--- config.mk ---
export PLATFORM = sky130hd
export DESIGN_NAME = pse_ctrl
export DESIGN_NICKNAME = d
export VERILOG_FILES = /design/src/rtl/pse_pkg.sv /design/src/rtl/pse_ctrl.sv
export SDC_FILE = /design/constraint.sdc
export NUM_CORES = 1
export LEC_CHECK = 0
export ABC_AREA = 1
export BUFFER_PORTS_ARGS = -buffer_cell sky130_fd_sc_hd__buf_2
export CORE_AREA = 2 2 39 41
export CTS_CLUSTER_DIAMETER = 30
export DETAILED_ROUTE_END_ITERATION = 10
export DIE_AREA = 0 0 41 43
export MAX_ROUTING_LAYER = met4
export SKIP_CTS_REPAIR_TIMING = 1
export SLEW_MARGIN = 25
export SYNTH_ARGS = -nofsm -noshare
export SYNTH_HDL_FRONTEND = slang
export SYNTH_SLANG_ARGS = --single-unit
--- constraint.sdc ---
create_clock -name clk -period 1.1 [get_ports clk]
set_input_delay 0 -clock clk [delete_from_list [all_inputs] [get_ports clk]]
set_output_delay 0 -clock clk [all_outputs]
set_load 0.05 [all_outputs]
--- src/rtl/pse_pkg.sv ---
package pse_pkg;

	localparam int STACK_DEPTH = 64;
	localparam int FRAC_BITS   = 16;
	localparam int DATA_W      = 32;
	localparam int SYM_W       = 8;
	localparam int STATUS_W    = 3;
	localparam int CNT_W       = $clog2(STACK_DEPTH + 1);
	localparam int ADDR_W      = $clog2(STACK_DEPTH);
	localparam int DIV_W       = DATA_W + FRAC_BITS;
	localparam int DIVCNT_W    = $clog2(DIV_W + 1);

	localparam logic [SYM_W-1:0] CH_ZERO  = 8'h30;
	localparam logic [SYM_W-1:0] CH_NINE  = 8'h39;
	localparam logic [SYM_W-1:0] CH_PLUS  = 8'h2B;
	localparam logic [SYM_W-1:0] CH_MINUS = 8'h2D;
	localparam logic [SYM_W-1:0] CH_STAR  = 8'h2A;
	localparam logic [SYM_W-1:0] CH_SLASH = 8'h2F;

	typedef logic [STATUS_W-1:0] status_t;

	localparam status_t ST_OK        = 3'd0;
	localparam status_t ST_UNDERFLOW = 3'd1;
	localparam status_t ST_OVERFLOW  = 3'd2;
	localparam status_t ST_DIVZERO   = 3'd3;
	localparam status_t ST_EMPTY     = 3'd4;
	localparam status_t ST_SATURATED = 3'd5;

	localparam logic signed [63:0] MAX64 = 64'sd2147483647;
	localparam logic signed [63:0] MIN64 = -64'sd2147483648;

	typedef enum logic [2:0] {
		SYM_DIGIT,
		SYM_ADD,
		SYM_SUB,
		SYM_MUL,
		SYM_DIV,
		SYM_OTHER
	} sym_class_t;

	typedef enum logic [1:0] {
		RES_ADDSUB,
		RES_MUL,
		RES_DIV,
		RES_ZERO
	} res_sel_t;

	typedef struct packed {
		logic     accept;
		logic     push;
		logic     underflow;
		logic     wr_result;
		res_sel_t res_sel;
		logic     mul_capture;
		logic     div_start;
		logic     emit;
	} pse_cmd_t;

	typedef struct packed {
		sym_class_t cls;
		logic       last;
		logic       cnt_lt2;
		logic       rhs_zero;
		logic       div_done;
		logic       out_free;
	} pse_stat_t;

	typedef struct packed {
		logic signed [DATA_W-1:0] value;
		logic                     sat;
	} clamp_t;

	function automatic sym_class_t classify(logic [SYM_W-1:0] s);
		sym_class_t c;
		c = SYM_OTHER;
		if (s >= CH_ZERO && s <= CH_NINE)
			c = SYM_DIGIT;
		else if (s == CH_PLUS)
			c = SYM_ADD;
		else if (s == CH_MINUS)
			c = SYM_SUB;
		else if (s == CH_STAR)
			c = SYM_MUL;
		else if (s == CH_SLASH)
			c = SYM_DIV;
		return c;
	endfunction

	function automatic clamp_t clamp32(logic signed [63:0] v);
		clamp_t r;
		r.value = v[DATA_W-1:0];
		r.sat   = 1'b0;
		if (v > MAX64) begin
			r.value = MAX64[DATA_W-1:0];
			r.sat   = 1'b1;
		end else if (v < MIN64) begin
			r.value = MIN64[DATA_W-1:0];
			r.sat   = 1'b1;
		end
		return r;
	endfunction

endpackage

--- src/rtl/pse_ctrl.sv ---
module pse_ctrl (
	input  logic               clk,
	input  logic               arst_n,
	input  logic               in_valid,
	output logic               in_ready,
	input  pse_pkg::pse_stat_t st,
	output pse_pkg::pse_cmd_t  cmd
);
	import pse_pkg::*;

	typedef enum logic [2:0] {
		S_IDLE,
		S_EXEC,
		S_MUL,
		S_DIV,
		S_EMIT
	} state_t;

	state_t state_q;
	state_t state_d;
	state_t after_op;

	assign in_ready = state_q == S_IDLE;
	assign after_op = st.last ? S_EMIT : S_IDLE;

	always_comb begin
		cmd         = '0;
		cmd.res_sel = RES_ADDSUB;
		state_d     = state_q;
		case (state_q)
			S_IDLE: begin
				cmd.accept = in_valid;
				if (in_valid)
					state_d = S_EXEC;
			end
			S_EXEC: begin
				state_d = after_op;
				case (st.cls)
					SYM_DIGIT: cmd.push = 1'b1;
					SYM_ADD, SYM_SUB: begin
						if (st.cnt_lt2)
							cmd.underflow = 1'b1;
						else
							cmd.wr_result = 1'b1;
					end
					SYM_MUL: begin
						if (st.cnt_lt2) begin
							cmd.underflow = 1'b1;
						end else begin
							cmd.mul_capture = 1'b1;
							state_d         = S_MUL;
						end
					end
					SYM_DIV: begin
						if (st.cnt_lt2) begin
							cmd.underflow = 1'b1;
						end else if (st.rhs_zero) begin
							cmd.wr_result = 1'b1;
							cmd.res_sel   = RES_ZERO;
						end else begin
							cmd.div_start = 1'b1;
							state_d       = S_DIV;
						end
					end
					default: ;
				endcase
			end
			S_MUL: begin
				cmd.wr_result = 1'b1;
				cmd.res_sel   = RES_MUL;
				state_d       = after_op;
			end
			S_DIV: begin
				cmd.res_sel = RES_DIV;
				if (st.div_done) begin
					cmd.wr_result = 1'b1;
					state_d       = after_op;
				end
			end
			S_EMIT: begin
				if (st.out_free) begin
					cmd.emit = 1'b1;
					state_d  = S_IDLE;
				end
			end
			default: state_d = S_IDLE;
		endcase
	end

	always_ff @(posedge clk or negedge arst_n) begin
		if (!arst_n)
			state_q <= S_IDLE;
		else
			state_q <= state_d;
	end

	a_accept_to_exec: assert property (@(posedge clk) disable iff (!arst_n)
		(in_valid && in_ready) |=> state_q == S_EXEC)
		else $error("Accepted beat was not followed by execution.");

	a_emit_when_free: assert property (@(posedge clk) disable iff (!arst_n)
		cmd.emit |-> st.out_free)
		else $error("Result emitted while the output register was occupied.");

	a_div_done_in_div: assert property (@(posedge clk) disable iff (!arst_n)
		st.div_done |-> state_q == S_DIV)
		else $error("Divider finished outside the divide state.");

endmodule

Word level (Yosys, flattened, before mapping):

Index checks and enable logic that the tools add are counted.

* flip-flop bits (word level): 3
* input port bits: 11
* output and inout port bits: 10

* equality and inequality tests: 11
* multiplexer cells: 28
* reduce and logical (&&, ||, !) cells: 5

Operators with widths (number)
* $mux W3: 9
* $pmux W3 S5: 1
* $eq A3 B2 Y1 const B: 4
* $mux W1: 12
* $pmux W3 S3: 1
* $eq A3 B1 Y1 const B: 2
* $eq A3 B3 Y1 const B: 2
* $logic_not A3 Y1: 2
* $mux W2: 3
* $ne A2 B2 Y1 const B: 3
* $pmux W3 S2: 1
* $reduce_or A4 Y1: 1
* $reduce_and A3 Y1: 1
* $pmux W1 S2: 1
* $reduce_or A2 Y1: 1

Longest topological paths before layout:

* word-level depth: 5
* mapped depth: 7
* gate-level depth less buffers: 7

Worst setup path before layout:

OpenSTA, ideal clock, no wires.

* kind: register to output
* start point: register state_q[2]
* end point: output port cmd[0] (netlist bit)
* data arrival time: 2.018 ns
* data required time: 1.100 ns
* setup slack: -0.918 ns
* cell stages (with the launch flop): 3
* buffers on the path: 0
* path through: dfrtp_1 > inv_1 > nor4_1

RTL lines
* start, declared: RTL line pse_ctrl.sv:19 `state_t state_q;`
* start signal, assigned: RTL line pse_ctrl.sv:94 `state_q <= state_d;`
* end, declared: RTL line pse_ctrl.sv:7 `output pse_pkg::pse_cmd_t cmd`

==> impl_results.md <==
- Outcome: finished, violations left
- Failing checks: setup timing
- Horiz. Die Dim: 41 µm
- Slew Limit Fails: 0
- Worst R2R End: state_q[1]$_DFFE_PN0P_
- Post-synthesis cell type count: 14
- Top post-synthesis cells by area: dfrtp_1, nand2_1, inv_1
- Endpoints failing setup: 13
- Leading area contributor after synthesis: dfrtp_1
- Max Clock Skew: 2.19 ps
- Initial Util: 25.1%
- EDFF count, synth: 0
- Diode count: 0
- CP peak stage delay: 380 ps
- Reg2Reg Depth: 7
- Sw frac: 50.6%
- Predominant post-synthesis flop cell: dfrtp_1
- Post-synthesis cell area: 348 µm²
- Post-synthesis area per instance: 5.52 µm²
- Die area: 1760 µm²
- CTS tree: yes
- Measured slew at the worst slew-check pin: 244 ps
- Die H: 43 µm
- Crit-path cells: inv_2 > nor3_4 > nand4_1 > o21ai_2 > buf_6
- Yosys top cell area share: 21.6%
- PwrDens: 2170 nW/µm²
- Worst-path clk slew: 30 ps
- GR Overflow Total: 0
- YS warnings: 0
- CP Class: reg2out
- RSZ-0062 raised after global routing: true
- Sequential Area: 77.6 µm²
- Worst Hold Class: in2reg
- Max reg flops: 3
- Hold path start: st[4]
- Most numerous cell in the Yosys netlist: nand2_1
- # clock sinks: 3
- Top reg by flops: state_q
- Startpoint Class: flop
- Layout cells sized above 1: 57.4%
- Vias per cell: 4.32
- Worst setup EP type: output pin
- Finished Cell Area: 754 µm²
- Vias in the first global route: 410
- DR vias: 505
- Register area share after synthesis: 21.6%
- Final nets: 113
- Total routed wirelength: 1.05 mm
- Port buffer count: 20
- Flop pwr share: 12.5%
- DRC: 0
- Post-synthesis register bit count: 3
- IO Count: 21
- Fillers: 128
- Synth top cells by count: nand2_1, inv_1, nor2_1
- Layout Utilization: 54.5%
- Initial antenna violation count: 0
- Drt first pass iters: 4
- Largest registers: state_q (3)
- F_max: 713 MHz
- Combinational share of power: 76.1%
- Layout overhead on the synthesized area: 117%
- Final worst-path cycle share: 127%
- CP max stage cell: dfrtp_2
- Leak: 0.407 nW
- Hold Crit Depth: 5
- Worst r2r src: state_q[0]$_DFFE_PN0P_
- Buffers from clock root to sink, at most: 2
- Core area: 1380 µm²
- Slew headroom: 83.7%
- CP Max Fanout: 5
- Syn Inst Count: 63
- Clk root buf: clkbuf_4
- 1st-iter DRT viols: 6
- Cts bufs inserted: 3
- Int Power: 0.809 mW
- First-pass GRT wire length: 1.44 mm
- Largest net degree at the start of global routing: 6
- Final hold viol count: 0
- Critical path arrival: 1400 ps
- Switch Pwr: 0.828 mW
- Routed WL per cell: 8.97 µm
- Area of the multi-input gates: 285 µm²
- Number of core rows: 14
- Async SR Flop Fraction: 100%
- Clock power frac: 11.5%
- GPL Wtd Cong: 0.781
- Hold Path Sink: state_q[2]$_DFFE_PN0P_
- Placed cell areas: 583 µm²
- Post-route ant nets: 0
- Syn_nets: 74
- H-Tree Depth: 1
- MaxCap Viol Count: 0
- Max rail drop VDD: 1.12 mV
- DP Wirelength: 813 µm
- Clock Latency Late Sink: 230 ps
- Worst reg2reg setup slack: -100 ps
- Final setup margin: -302 ps
- Post-layout minimum cycle time: 1400 ps
- Worst Path Required: 1100 ps
- Total track usage: 12.0%
-- worst max path at each step --
stage	startpoint	slack, ps	end
2_1_floorplan	state_q[0]$_DFFE_PN0P_	-220	state_q[1]$_DFFE_PN0P_
3_3_place_gp	state_q[0]$_DFFE_PN0P_	-100	cmd[4]
3_5_place_dp	state_q[0]$_DFFE_PN0P_	-150	cmd[3]
4_1_cts	state_q[0]$_DFFE_PN0P_	-400	cmd[3]
5_1_grt	state_q[0]$_DFFE_PN0P_	-440	cmd[3]
6_report	state_q[0]$_DFFE_PN0P_	-300	cmd[3]
-- power by group through the flow --
| stage | registers (mW) | clock network [mW] | logic [mW] |
|---|---|---|---|
| 2_1_floorplan | 0.220 | 0 | 0.657 |
| 5_1_grt | 0.212 | 0.205 | 1.34 |
| 4_1_cts | 0.198 | 0.200 | 0.971 |
| 3_3_place_gp | 0.195 | 0 | 0.970 |
| 6_report | 0.204 | 0.188 | 1.24 |
| 3_5_place_dp | 0.200 | 0 | 0.968 |
-- cell type report --
class / count / share of cell area [%]
repair buffers: 34 / 38.3
multi-input cells: 45 / 37.8
flip-flops and latches: 3 / 10.3
inverters: 15 / 7.46
clock buffers: 4 / 3.48
well taps: 16 / 2.65
-- logic make-up after synthesis --
family | Yosys count | share of synthesized area [%]
simple gates | 41 | 56.5
buf+inv | 15 | 16.2
compound gates | 4 | 5.76
flops | 3 | 21.6
-- cells in the final DEF, fill, tap and decap left out, drive strengths merged --
cell type    instances
dfrtp                3
dlygate4sd3          1
nand4                1
o21ai                4
clkbuf               4
nor3                 2
buf                 33
nor2                13
nor4                 1
nand3                7
nand2               17
inv                 15
-- stage by stage --
stage	setup slack [ps]	hold WS (ps)	cells	total power [mW]	TNS (ps)
2_1_floorplan	-217	-296	63	0.876	-717
3_3_place_gp	-101	-204	108	1.16	-661
3_5_place_dp	-146	-201	108	1.17	-855
4_1_cts	-397	-450	112	1.37	-3390
5_1_grt	-437	91.4	117	1.75	-3820
6_report	-302	76.7	117	1.64	-2450
-- metal layers --
metal	vias to the layer above	global-route usage (%)	wire (µm)
li1	269	-	-
met1	221	14.0	430
met2	15	19.1	561
met3	0	1.57	58
met4	0	6.00	0
met5	-	-	0
-- critical path: cells and delay by family, from the launching register on --
kind / cells / cell delay (ps)
simple gates: 2 / 450
flops: 1 / 380
buf+inv: 2 / 230
compound gates: 1 / 110
(Power assumes the default switching activity.)
